## src/hdl/fcc_pkg.sv

```systemverilog
// Shared types and constants for the flush coalescing controller.
// Used by every module of the block; no dependencies of its own.
`timescale 1ns / 1ps

package fcc_pkg;

   // Field widths.
   localparam int PEND_W  = 6;
   localparam int CNT_W   = 32;
   localparam int TIME_W  = 32;
   localparam int DELAY_W = 10;
   localparam int ADDR_W  = 4;
   localparam int DATA_W  = 32;

   // Pending count limit and clamp bounds for the threshold and delay registers.
   localparam int MAX_THRESHOLD = 32;
   localparam logic [PEND_W-1:0]  PENDING_MAX = 6'd63;
   localparam logic [PEND_W-1:0]  THR_MIN     = 6'd1;
   localparam logic [PEND_W-1:0]  THR_MAX     = PEND_W'(MAX_THRESHOLD);
   localparam logic [DELAY_W-1:0] DELAY_MIN   = 10'd1;
   localparam logic [DELAY_W-1:0] DELAY_MAX   = 10'd1000;

   // Request kinds.
   localparam logic [1:0] KIND_DEFER = 2'd0;
   localparam logic [1:0] KIND_POLL  = 2'd1;
   localparam logic [1:0] KIND_FORCE = 2'd2;

   // Register indexes (byte address divided by four).
   localparam logic [1:0] REG_COALESCE_ENABLE = 2'd0;
   localparam logic [1:0] REG_FLUSH_ENABLE    = 2'd1;
   localparam logic [1:0] REG_COUNT_THRESHOLD = 2'd2;
   localparam logic [1:0] REG_MAX_DELAY_MS    = 2'd3;

   // Register reset values.
   localparam logic [PEND_W-1:0]  THRESHOLD_RESET = 6'd8;
   localparam logic [DELAY_W-1:0] DELAY_RESET     = 10'd50;

   typedef struct packed {
      logic [1:0]        kind;
      logic [TIME_W-1:0] now_ms;
   } req_type;

   typedef struct packed {
      logic              flush_now;
      logic [PEND_W-1:0] pending_count;
      logic [CNT_W-1:0]  flushes_total;
      logic [CNT_W-1:0]  deferred_total;
      logic [CNT_W-1:0]  coalesced_total;
      logic [CNT_W-1:0]  saved_total;
   } rsp_type;

   // Configuration handed from the register file to the engine.
   typedef struct packed {
      logic               coalesce_enable;
      logic               flush_enable;
      logic [PEND_W-1:0]  count_threshold;
      logic [DELAY_W-1:0] max_delay_ms;
   } cfg_type;

endpackage

```

## src/hdl/flush_coalescing_controller_unit.sv

```systemverilog
// Flush coalescing controller: top level with request channel, result register
// and configuration port. The result is registered and appears in the cycle
// after the request is taken. One request is taken every cycle while results
// are drained, limited only by the single result register. Synchronous reset
// clears all counters, the pending count and the stamp, and returns the
// registers to their defaults. Depends on fcc_pkg, fcc_csr and fcc_engine.
`timescale 1ns / 1ps

module flush_coalescing_controller_unit
   import fcc_pkg::*;
(
   input  logic              clock,
   input  logic              reset,
   input  logic              req_valid,
   output logic              req_ready,
   input  req_type           req_data,
   output logic              rsp_valid,
   input  logic              rsp_ready,
   output rsp_type           rsp_data,
   input  logic              psel,
   input  logic              penable,
   input  logic              pwrite,
   input  logic [ADDR_W-1:0] paddr,
   input  logic [DATA_W-1:0] pwdata,
   output logic [DATA_W-1:0] prdata,
   output logic              pready
);

   cfg_type cfg;
   rsp_type rsp_next;
   rsp_type rsp_data_ff;
   logic    rsp_valid_ff, rsp_valid_in;
   logic    step;

   fcc_csr u_csr (
      .clock   (clock),
      .reset   (reset),
      .psel    (psel),
      .penable (penable),
      .pwrite  (pwrite),
      .paddr   (paddr),
      .pwdata  (pwdata),
      .prdata  (prdata),
      .pready  (pready),
      .cfg     (cfg)
   );

   fcc_engine u_engine (
      .clock    (clock),
      .reset    (reset),
      .step     (step),
      .req      (req_data),
      .cfg      (cfg),
      .rsp_next (rsp_next)
   );

   // A request is taken whenever the result register is empty or being drained.
   assign req_ready    = !rsp_valid_ff || rsp_ready;
   assign step         = req_valid && req_ready;
   assign rsp_valid_in = step || (rsp_valid_ff && !rsp_ready);

   always_ff @(posedge clock) begin
      if (reset) begin
         rsp_valid_ff <= 1'b0;
      end else begin
         rsp_valid_ff <= rsp_valid_in;
      end
   end

   // Result payload loads on each taken request.
   always_ff @(posedge clock) begin
      if (step) begin
         rsp_data_ff <= rsp_next;
      end
   end

   assign rsp_valid = rsp_valid_ff;
   assign rsp_data  = rsp_data_ff;

endmodule

```

## src/hdl/fcc_csr.sv

```systemverilog
// Configuration register file with an APB-style write and read port.
// Depends on fcc_pkg for the register indexes, reset values and cfg_type.
`timescale 1ns / 1ps

module fcc_csr
   import fcc_pkg::*;
(
   input  logic              clock,
   input  logic              reset,
   input  logic              psel,
   input  logic              penable,
   input  logic              pwrite,
   input  logic [ADDR_W-1:0] paddr,
   input  logic [DATA_W-1:0] pwdata,
   output logic [DATA_W-1:0] prdata,
   output logic              pready,
   output cfg_type           cfg
);

   cfg_type    cfg_ff;
   cfg_type    cfg_in;
   logic       wr_en;
   logic [1:0] reg_idx;

   assign pready  = 1'b1;
   assign wr_en   = psel & penable & pwrite;
   assign reg_idx = paddr[ADDR_W-1:2];
   assign cfg     = cfg_ff;

   // Decode a completed write into the addressed register.
   always_comb begin
      cfg_in = cfg_ff;
      if (wr_en) begin
         case (reg_idx)
            REG_COALESCE_ENABLE: cfg_in.coalesce_enable = pwdata[0];
            REG_FLUSH_ENABLE:    cfg_in.flush_enable    = pwdata[0];
            REG_COUNT_THRESHOLD: cfg_in.count_threshold = pwdata[PEND_W-1:0];
            REG_MAX_DELAY_MS:    cfg_in.max_delay_ms    = pwdata[DELAY_W-1:0];
            default:             cfg_in = cfg_ff;
         endcase
      end
   end

   always_ff @(posedge clock) begin
      if (reset) begin
         cfg_ff.coalesce_enable <= 1'b0;
         cfg_ff.flush_enable    <= 1'b0;
         cfg_ff.count_threshold <= THRESHOLD_RESET;
         cfg_ff.max_delay_ms    <= DELAY_RESET;
      end else begin
         cfg_ff <= cfg_in;
      end
   end

   // Read data is the addressed register, zero extended.
   always_comb begin
      case (reg_idx)
         REG_COALESCE_ENABLE: prdata = DATA_W'(cfg_ff.coalesce_enable);
         REG_FLUSH_ENABLE:    prdata = DATA_W'(cfg_ff.flush_enable);
         REG_COUNT_THRESHOLD: prdata = DATA_W'(cfg_ff.count_threshold);
         REG_MAX_DELAY_MS:    prdata = DATA_W'(cfg_ff.max_delay_ms);
         default:             prdata = '0;
      endcase
   end

endmodule

```

## src/hdl/fcc_engine.sv

```systemverilog
// Coalescing state, decision logic and statistics counters.
// Depends on fcc_pkg for the request, result and configuration types.
`timescale 1ns / 1ps

module fcc_engine
   import fcc_pkg::*;
(
   input  logic    clock,
   input  logic    reset,
   input  logic    step,
   input  req_type req,
   input  cfg_type cfg,
   output rsp_type rsp_next
);

   logic [PEND_W-1:0]  pending_ff, pending_in;
   logic [TIME_W-1:0]  stamp_ff, stamp_in;
   logic [CNT_W-1:0]   flush_cnt_ff, flush_cnt_in;
   logic [CNT_W-1:0]   defer_cnt_ff, defer_cnt_in;
   logic [CNT_W-1:0]   coal_cnt_ff, coal_cnt_in;
   logic [CNT_W-1:0]   saved_cnt_ff, saved_cnt_in;

   logic [PEND_W-1:0]  eff_thr;
   logic [DELAY_W-1:0] eff_delay;
   logic [TIME_W-1:0]  age;
   logic               aged;
   logic               stamped;
   logic [PEND_W-1:0]  pend_inc;
   logic               do_batch;
   logic [PEND_W-1:0]  batch_cnt;
   logic               fired;

   // Clamp the threshold and delay registers to their legal ranges.
   always_comb begin
      eff_thr = cfg.count_threshold;
      if (eff_thr < THR_MIN) eff_thr = THR_MIN;
      if (eff_thr > THR_MAX) eff_thr = THR_MAX;
      eff_delay = cfg.max_delay_ms;
      if (eff_delay < DELAY_MIN) eff_delay = DELAY_MIN;
      if (eff_delay > DELAY_MAX) eff_delay = DELAY_MAX;
   end

   // Age since the last flush, modulo the timestamp width.
   assign age      = req.now_ms - stamp_ff;
   assign aged     = age >= TIME_W'(eff_delay);
   assign stamped  = stamp_ff != '0;
   assign pend_inc = (pending_ff == PENDING_MAX) ? PENDING_MAX : pending_ff + 1'b1;

   // Decide what the request does: a direct flush, a deferral, or a batch flush.
   always_comb begin
      pending_in   = pending_ff;
      stamp_in     = stamp_ff;
      flush_cnt_in = flush_cnt_ff;
      defer_cnt_in = defer_cnt_ff;
      coal_cnt_in  = coal_cnt_ff;
      saved_cnt_in = saved_cnt_ff;
      do_batch     = 1'b0;
      batch_cnt    = pending_ff;
      fired        = 1'b0;

      case (req.kind)
         KIND_DEFER: begin
            if (!cfg.coalesce_enable) begin
               if (cfg.flush_enable) begin
                  fired        = 1'b1;
                  flush_cnt_in = flush_cnt_ff + 1'b1;
               end
            end else begin
               defer_cnt_in = defer_cnt_ff + 1'b1;
               pending_in   = pend_inc;
               batch_cnt    = pend_inc;
               if (pend_inc >= eff_thr) begin
                  do_batch = 1'b1;
               end else if (stamped) begin
                  do_batch = aged;
               end else begin
                  stamp_in = req.now_ms;
               end
            end
         end
         KIND_POLL: begin
            if (cfg.coalesce_enable) begin
               do_batch = (pending_ff >= eff_thr) ||
                          ((pending_ff != '0) && stamped && aged);
            end
         end
         KIND_FORCE: begin
            do_batch = pending_ff != '0;
         end
         default: begin
            do_batch = 1'b0;
         end
      endcase

      // A batch flush clears pending and restamps even when flushes are off.
      if (do_batch) begin
         pending_in = '0;
         stamp_in   = req.now_ms;
         if (cfg.flush_enable) begin
            fired        = 1'b1;
            flush_cnt_in = flush_cnt_ff + 1'b1;
            coal_cnt_in  = coal_cnt_ff + 1'b1;
            saved_cnt_in = saved_cnt_ff + CNT_W'(batch_cnt - 1'b1);
         end
      end
   end

   always_ff @(posedge clock) begin
      if (reset) begin
         pending_ff   <= '0;
         stamp_ff     <= '0;
         flush_cnt_ff <= '0;
         defer_cnt_ff <= '0;
         coal_cnt_ff  <= '0;
         saved_cnt_ff <= '0;
      end else if (step) begin
         pending_ff   <= pending_in;
         stamp_ff     <= stamp_in;
         flush_cnt_ff <= flush_cnt_in;
         defer_cnt_ff <= defer_cnt_in;
         coal_cnt_ff  <= coal_cnt_in;
         saved_cnt_ff <= saved_cnt_in;
      end
   end

   // The result reflects the state after this request.
   always_comb begin
      rsp_next.flush_now       = fired;
      rsp_next.pending_count   = pending_in;
      rsp_next.flushes_total   = flush_cnt_in;
      rsp_next.deferred_total  = defer_cnt_in;
      rsp_next.coalesced_total = coal_cnt_in;
      rsp_next.saved_total     = saved_cnt_in;
   end

   // A flush adds exactly one to the flush counter, and only a flush does.
   a_flush_count: assert property (@(posedge clock) disable iff (reset)
      step |=> flush_cnt_ff == $past(flush_cnt_ff) + CNT_W'($past(fired)))
      else $error("flush counter does not track issued flushes");

   // Counters and pending hold while no request is taken.
   a_idle_hold: assert property (@(posedge clock) disable iff (reset)
      !step |=> $stable(flush_cnt_ff) && $stable(defer_cnt_ff) &&
                $stable(coal_cnt_ff) && $stable(saved_cnt_ff) && $stable(pending_ff))
      else $error("state changed without a request");

   // Every coalesced flush is also a flush.
   a_coal_flush: assert property (@(posedge clock) disable iff (reset)
      step && (coal_cnt_in != coal_cnt_ff) |-> fired)
      else $error("coalesced flush counted without a flush");

   // A force request always leaves nothing pending.
   a_force_clears: assert property (@(posedge clock) disable iff (reset)
      step && (req.kind == KIND_FORCE) |=> pending_ff == '0)
      else $error("force request left pending work");

endmodule

```

## config.mk

```make
export PLATFORM = sky130hd
export DESIGN_NAME = flush_coalescing_controller_unit
export DESIGN_NICKNAME = d
export VERILOG_FILES = /design/src/hdl/fcc_pkg.sv /design/src/hdl/flush_coalescing_controller_unit.sv /design/src/hdl/fcc_csr.sv /design/src/hdl/fcc_engine.sv
export SDC_FILE = /design/constraint.sdc
export NUM_CORES = 1
export LEC_CHECK = 0
export BUFFER_PORTS_ARGS = -buffer_cell sky130_fd_sc_hd__buf_2
export CORE_UTILIZATION = 59
export DETAILED_ROUTE_END_ITERATION = 8
export PLACE_DENSITY = 0.81
export SYNTH_ARGS = -nofsm -noshare
export SYNTH_HDL_FRONTEND = slang
export SYNTH_SLANG_ARGS = --single-unit
export TNS_END_PERCENT = 10
```

## constraint.sdc

```tcl
create_clock -name clock -period 8.55 [get_ports clock]
set_clock_uncertainty 0.1 [all_clocks]
set_input_delay 0.4275 -clock clock [delete_from_list [all_inputs] [get_ports clock]]
set_output_delay 0.4275 -clock clock [all_outputs]
set_load 0.01 [all_outputs]
```

# Yosys cells after proc, flatten, opt, wreduce, memory -nomap -nowiden
# Index checks and enable logic that the tools add are counted.
[op_classes]
bitwise = 2
magnitude_cmp = 7
muxes = 35
n_eq_ne = 8
addsub = 7
reduce_logical = 20
[ops]
columns = ["op", "count"]
rows = [
  ["$mux W32", 16],
  ["$pmux W32 S4", 1],
  ["$add A32 B1 Y32 const B", 3],
  ["$mux W6", 6],
  ["$add A32 B32 Y32", 1],
  ["$ge A32 B10 Y1", 1],
  ["$reduce_bool A32 Y1", 1],
  ["$sub A32 B32 Y32", 1],
  ["$mux W10", 2],
  ["$ge A6 B6 Y1", 2],
  ["$gt A10 B10 Y1 const B", 1],
  ["$lt A10 B1 Y1 const B", 1],
  ["$mux W1", 9],
  ["$reduce_and A2 Y1", 4],
  ["$sub A6 B1 Y7 const B", 1],
  ["$add A6 B1 Y6 const B", 1],
  ["$eq A2 B2 Y1 const B", 3],
  ["$eq A6 B6 Y1 const B", 1],
  ["$gt A6 B6 Y1 const B", 1],
  ["$lt A6 B1 Y1 const B", 1],
  ["$reduce_bool A6 Y1", 1],
  ["$reduce_and A5 Y1", 1],
  ["$eq A2 B1 Y1 const B", 2],
  ["$logic_and A1 B1 Y1", 4],
  ["other kinds (8)", 14],
]
[word_totals]
out_inout_bits = 170
in_bits = 77
regBits = 320

# Depth between registers and ports, before layout
# Gate-level depths: netlist of run 1.
[depth]
ltp_word = 11
mapped_depth = 24

# Modules after synthesis
# A second synthesis of run 1 with hierarchy kept.
[unflattened]
hier_cells = 1975
hier_area_um2 = 18620.4
[by_module_without_submodules]
columns = ["mod", "instances", "area_per_inst_um2", "cells_each"]
rows = [
  ["fcc_engine", 1, 13396.6, 1715],
  ["flush_coalescing_controller_unit", 1, 4108.9, 140],
  ["fcc_csr", 1, 1114.8, 120],
]

# Worst setup path after synthesis of run 1
# No wires, ideal clock.
[synth_path]
path_type = "input to register"
start = "input req_data[32] in the netlist's numbering"
end = "register u_engine.saved_cnt_ff[31]"
path_slack_ps = 2235
required_ps = 8380
setup_time_ps = 70
arrival_time_ps = 6145
path_stages = 19
path_buffers = 1
cell_sequence = "nor3b_1 clkbuf_1 nand3_1 o21ai_0 ha_1 nand3_1 nor3b_1 ha_1 a21oi_1 o22ai_1 a41oi_1 o211ai_1 a211o_1 nand2_1 o2111a_1 o21ai_0 xnor2_1 or3_1 a21oi_1"
[synth_via]
elab_chain_cells = 6
[synth_lines]
columns = ["item", "line_no", "source"]
rows = [
  ["start: declaration", "flush_coalescing_controller_unit.sv:16", "input req_type req_data,"],
  ["$logic_not A2 Y1", "fcc_engine.sv:61", "case (req.kind)"],
  ["$mux W6", "fcc_engine.sv:61", ""],
  ["$sub A6 B1 Y7", "fcc_engine.sv:103", "saved_cnt_in = saved_cnt_ff + CNT_W'(batch_cnt - 1'b1);"],
  ["$add A32 B32 Y32", "fcc_engine.sv:103", ""],
  ["$mux W32", "fcc_engine.sv:99", "if (cfg.flush_enable) begin"],
  ["$mux W32 *", "fcc_engine.sv:96", "if (do_batch) begin"],
  ["end signal: assignment", "fcc_engine.sv:122", "saved_cnt_ff <= saved_cnt_in;"],
  ["end: declaration", "fcc_engine.sv:21", "logic [CNT_W-1:0] saved_cnt_ff, saved_cnt_in;"],
]
# Every way passes the cells marked *; elsewhere a longest branch is shown, timed or not.
# A chain may end at the register's enable or synchronous reset.

==> flow_summary.toml, run 1 <==
[yosys]
yosysSeqAreaShare = 0.420
synth_edf_count = 135
synth_top_cells_by_area = "edfxtp_1 22%, dfxtp_1 20%, ha_1 6.1%"
yosysTopAreaCellShare = 0.219
ys_types = 83
async_flop_share = 0
yosysTopAreaCell = "edfxtp_1"
syn_inst = 1953
ys_warn_count = 0
syn_area_per_cell_sq_um = 9.47
syn_area_sq_um = 18500
ys_ff_latch = 320
synth_ff_type = "dfxtp_1"

[grt]
grt_max_degree = 90
grt_pass1_vias = 14200
grt_pass1_wl_microns = 68800
track_usage = 0.262
antenna_found_initial = 0
grt_overflow = 0

[hold_path]
hp-class = "input port to register"

[layout]
utilization = 0.678
final_common_cell = "nor2_1"
final_cells = 2541
fill_cells = 2387
syn2layout_area_growth_pct = 12.4
drive_gt1_frac = 0.158
antenna_cells = 0
stdcell_area_sq_um = 20800
finalNetCount = 2287
multi_input_area_sq_um = 9900
final_cell_mix = "219 x nor2_1, 198 x buf_2, 185 x dfxtp_1"
seqCellArea_sq_um = 7760

[clocking]
postCtsHoldBufs = 0
post_cts_buffers = 0
cts_resized = 0
clk_latency_ns = 0.52
numCtsBuffers = 35
clock-root-buffer = "clkbuf_16"
cts_sinks = 320
clock_path_buffers = 3
clk_pin_slew_ns = 0.06
h-tree-depth = 2
cts_tree = "yes"

[sta]
hold_ws_ns = 0.0501
finalSetupTns_ns = 0
period_needed_ns = 6.54
setup_viol = 0
max_freq_mhz = 153
hold_viol_final = 0
relSlewSlack = 0.260
tightest_slew_ns = 1.11
rsz0062_at_grt = "no"
timing.final.crit_share = 0.765
final.setup.worst_slack_ns = 2.01
slew_violations = 0

[detailed_routing]
dr_total_vias = 14900
vias_per_cell = 5.87
ant_nets = 0
drc_errors = 0
totalWireLength_microns = 42500
wire_per_inst_microns = 16.7
firstDrtPassIters = 5
drtIter0Drc = 1066

[placement]
place_hpwl_microns = 29200
place_ws_ns = 1.83
io_buffers = 199
dpl_cell_area_sq_um = 19600
gp_congestion = 0.901
placedCellCount = 2477

[floorplan]
coreArea_sq_um = 30700
dieArea_sq_um = 32000
placementRows = 64
die_w_microns = 179
start_util = 0.603
die_h_microns = 179
ioPinCount = 247

[critical_path]
cp-start-kind = "register"
path_max_fanout = 27
required_ns = 8.72
crit_type = "register to register"
end_kind = "register"
cp.arrival_ns = 6.72

[power_and_ir_drop]
p_leak_nw = 8.99
power.total_mw = 3.49
power_density_nw_per_um2 = 168
vdd_drop_max_mv = 0.124

[outcome]
status = "finished clean"

[job]
cap_violations = 0
-- registers in the layout (all words and copies together), names as in the netlist --
signal                 cells
rsp_data                 135
u_engine.pending_ff        6
u_csr.cfg                 18
u_engine.flush_cnt_ff     32
u_engine.defer_cnt_ff     32
u_engine.saved_cnt_ff     32
u_engine.coal_cnt_ff      32
rsp_valid                  1
u_engine.stamp_ff         32
-- layer usage --
| layer | GRT usage | part of all wire | up-vias |
|---|---|---|---|
| met2 | 0.448 | 0.48 | 445 |
| met3 | 0.0339 | 0.057 | 90 |
| met4 | 0.0879 | 0.028 | 0 |
| li1 | - | - | 7309 |
| met1 | 0.342 | 0.44 | 7062 |
| met5 | 0 | 0 | - |
-- synth_stat cells, drive strengths merged, types with 42 or more instances --
master,n
a21oi,118
buf,61
clkbuf,44
dfxtp,185
edfxtp,135
ha,90
inv,81
mux2i,88
nand2,141
nand3,67
nor2,219
nor3,42
o21ai,63
xnor2,71
xor2,109
-- where the power goes --
group          internal (mW)  switching (mW)  total, mW
combinational         0.0904           0.173      0.264
sequential              1.62          0.0121       1.64
clock                  0.979           0.616       1.60
-- path summary, 6_finish.rpt --
check                                        start  depth (start not counted)                                     to  slack (ns)
max              u_engine.stamp_ff[0]$_SDFFE_PP0P_                         20                 rsp_data[13]$_DFFE_PP_        2.01
min                                      req_valid                          3                   rsp_valid$_SDFF_PP0_        0.05
max reg2reg      u_engine.stamp_ff[0]$_SDFFE_PP0P_                         20                 rsp_data[13]$_DFFE_PP_        2.01
min reg2reg  u_engine.saved_cnt_ff[9]$_SDFFE_PP0P_                          2  u_engine.saved_cnt_ff[9]$_SDFFE_PP0P_        0.38
-- kinds of logic (layout without fill, tap and decap cells) --
family,after synthesis,in the layout,share of synthesized area
compound gates,344,344,0.121
xor+xnor,180,180,0.0853
fa+ha+maj,92,92,0.0631
buf+inv,186,357,0.0508
flops,320,320,0.420
mux,125,125,0.0708
other cells,2,23,0.000406
simple gates,704,704,0.189
-- worst max-delay path: stages (launching register included) --
cell       delay, ns
dfxtp_1         0.37
ha_1            0.20
inv_1           0.06
fa_1            0.41
a21o_1          0.19
a221o_1         0.40
nand3_1         0.12
nand2_1         0.06
xor2_1          0.14
ha_1            0.31
a21oi_1         0.17
o22ai_1         0.12
a211oi_2        0.20
or4b_1          0.46
nor4_2          0.27
o2111ai_1       0.20
a2111oi_4       0.41
nand4_4         0.44
o211ai_4        0.92
buf_4           0.37
mux2_2          0.37
-- final cells by class --
cell class              count  area share
clock buffers              48      0.0484
inverters                  81      0.0149
clock inverters            16      0.0107
flip-flops and latches    320       0.373
multi-input cells        1468       0.476
well taps                 396      0.0238
repair buffers            212      0.0527
(Power assumes the default switching activity.)
==> inputs of run 2 (changes only) <==
==> constraint.sdc (replaced) <==
create_clock -name clock -period 6.1 [get_ports clock]
set_clock_uncertainty 0.1 [all_clocks]
set_input_delay 0.305 -clock clock [delete_from_list [all_inputs] [get_ports clock]]
set_output_delay 0.305 -clock clock [all_outputs]
set_load 0.01 [all_outputs]
==> flow_summary.toml, run 2 (synthesis gave the netlist of run 1 again) <==
[critical_path]
end_kind = "register"
startpoint = "req_data[0]"
required_ns = 6.26
crit_type = "input port to register"
cp.arrival_ns = 6.00
r2r_start = "u_engine.stamp_ff[0]$_SDFFE_PP0P_"
path_max_fanout = 11
cp-start-kind = "input port"

[detailed_routing]
wire_per_inst_microns = 16.9
dr_total_vias = 15300
vias_per_cell = 5.90
firstDrtPassIters = 7
totalWireLength_microns = 43900
drc_errors = 0
drtIter0Drc = 979
ant_nets = 0

[power_and_ir_drop]
combPwrFrac = 0.083
seqPwrFrac = 0.486
power_density_nw_per_um2 = 223
internal-power_mw = 3.61
switching_share = 0.236
p_sw_mw = 1.11
vdd_drop_max_mv = 0.214
p_leak_nw = 9.16
p_clk_frac = 0.431

[layout]
finalNetCount = 2340
drive_gt1_frac = 0.156
final_common_cell = "nor2_1"
largest_reg_flops = 135
syn2layout_area_growth_pct = 14.8
fill_cells = 2386
final_cell_mix = "219 x nor2_1, 198 x buf_2, 185 x dfxtp_1"
stdcell_area_sq_um = 21200
final_cells = 2594
antenna_cells = 0

[sta]
period_needed_ns = 5.84
max_freq_mhz = 171
relSlewSlack = 0.276
timing.final.crit_share = 0.958
finalSetupTns_ns = 0
hold_viol_final = 0
slew_violations = 0
tightest_slew_ns = 1.08
setup_viol = 0
rsz0062_at_grt = "yes"
hold_ws_ns = 0.117

[floorplan]
die_h_microns = 179
start_util = 0.603
die_w_microns = 179
dieArea_sq_um = 32000
coreArea_sq_um = 30700
placementRows = 64
ioPinCount = 247

[grt]
grt_max_degree = 116
antenna_found_initial = 1
track_usage = 0.269
grt_pass1_vias = 14500
grt_overflow = 0
grt_pass1_wl_microns = 70100

[placement]
dpl_cell_area_sq_um = 19600
gp_congestion = 0.885
io_buffers = 199
place_hpwl_microns = 29700
placedCellCount = 2484

[clocking]
h-tree-depth = 2
clk_pin_slew_ns = 0.05
clock-root-buffer = "clkbuf_16"
clk_latency_ns = 0.51
cts_sinks = 320
numCtsBuffers = 36
clock_path_buffers = 3
cts_tree = "yes"

[hold_path]
min_from = "paddr[2]"
hp-class = "input port to register"

[outcome]
status = "finished clean"

[job]
cap_violations = 0
==> run 2: changes by cell type in the layout (fill, tap and decap cells not counted), sizes merged <==
cell,change
dlygate4sd3,+43
buf,+8
bufinv,-4
clkbuf,+3
clkinvlp,+2
clkinv,+1
==> run 2: final timing paths <==
kind,end,slack [ns],cells after the start
min reg2reg,u_engine.saved_cnt_ff[9]$_SDFFE_PP0P_,0.39,2
max reg2reg,rsp_data[97]$_DFFE_PP_,0.40,21
min,u_csr.cfg[16]$_SDFFE_PP0P_,0.12,3
max,rsp_data[97]$_DFFE_PP_,0.26,24
==> run 2: worst max-delay path: stages <==
cell,delay (ns)
dlygate4sd3_1,0.54
buf_2,0.13
inv_1,0.05
ha_1,0.17
inv_1,0.08
fa_1,0.42
a21o_1,0.19
a221o_1,0.40
nand3_1,0.12
nand2_1,0.06
xor2_1,0.14
ha_1,0.31
a21oi_1,0.14
o22ai_1,0.10
a211oi_2,0.19
or4b_1,0.46
nor4_2,0.29
o2111ai_1,0.22
a2111oi_4,0.40
nand4_4,0.20
buf_4,0.28
o21ai_4,0.24
clkinvlp_4,0.22
mux2_2,0.30
==> run 2: routing by layer <==
layer / up-vias / wire (microns) / GRT usage
met5: - / 8 / 0
met4: 2 / 1340 / 0.104
met3: 104 / 2280 / 0.0375
met2: 491 / 21200 / 0.463
met1: 7280 / 19000 / 0.339
li1: 7415 / - / -
==> run 2: power by group through the flow <==
stage	Sequential (mW)	Clock [mW]	Combinational [mW]
CTS	2.29	2.07	0.387
detailed placement	2.34	0	0.364
finish	2.29	2.04	0.390
global route	2.30	2.16	0.429
floorplan	2.37	0	0.224
global placement	2.34	0	0.358
==> run 2: final cells by class <==
class                      count  area (sq um)  share of cell area
tap                          396           495              0.0234
multi-input combinational   1468          9910               0.467
clock buffer                  51           997              0.0470
sequential                   320          7760               0.366
clock inverter                14           109             0.00513
inverter                      81           313              0.0147
timing repair inverter         1          5.00            0.000236
timing repair buffer         263          1630              0.0769
==> run 2: metrics by stage <==
step / utilization / total power [mW] / setup slack, ns
after floorplan: - / 2.59 / 0.470
after global placement: 0.641 / 2.70 / 0.360
after detailed placement: 0.641 / 2.70 / 0.306
after CTS: 0.691 / 4.75 / 0.283
after global routing: 0.692 / 4.89 / -0.0147
final: 0.692 / 4.72 / 0.258
==> run 2: what timing repair did <==
action                                 in CTS  in global routing
buffers inserted                            0                  1
endpoints found under the hold margin      50                  0
gates resized for setup                     0                  4
setup endpoints to repair                   0                 93
hold buffers                               43                  0
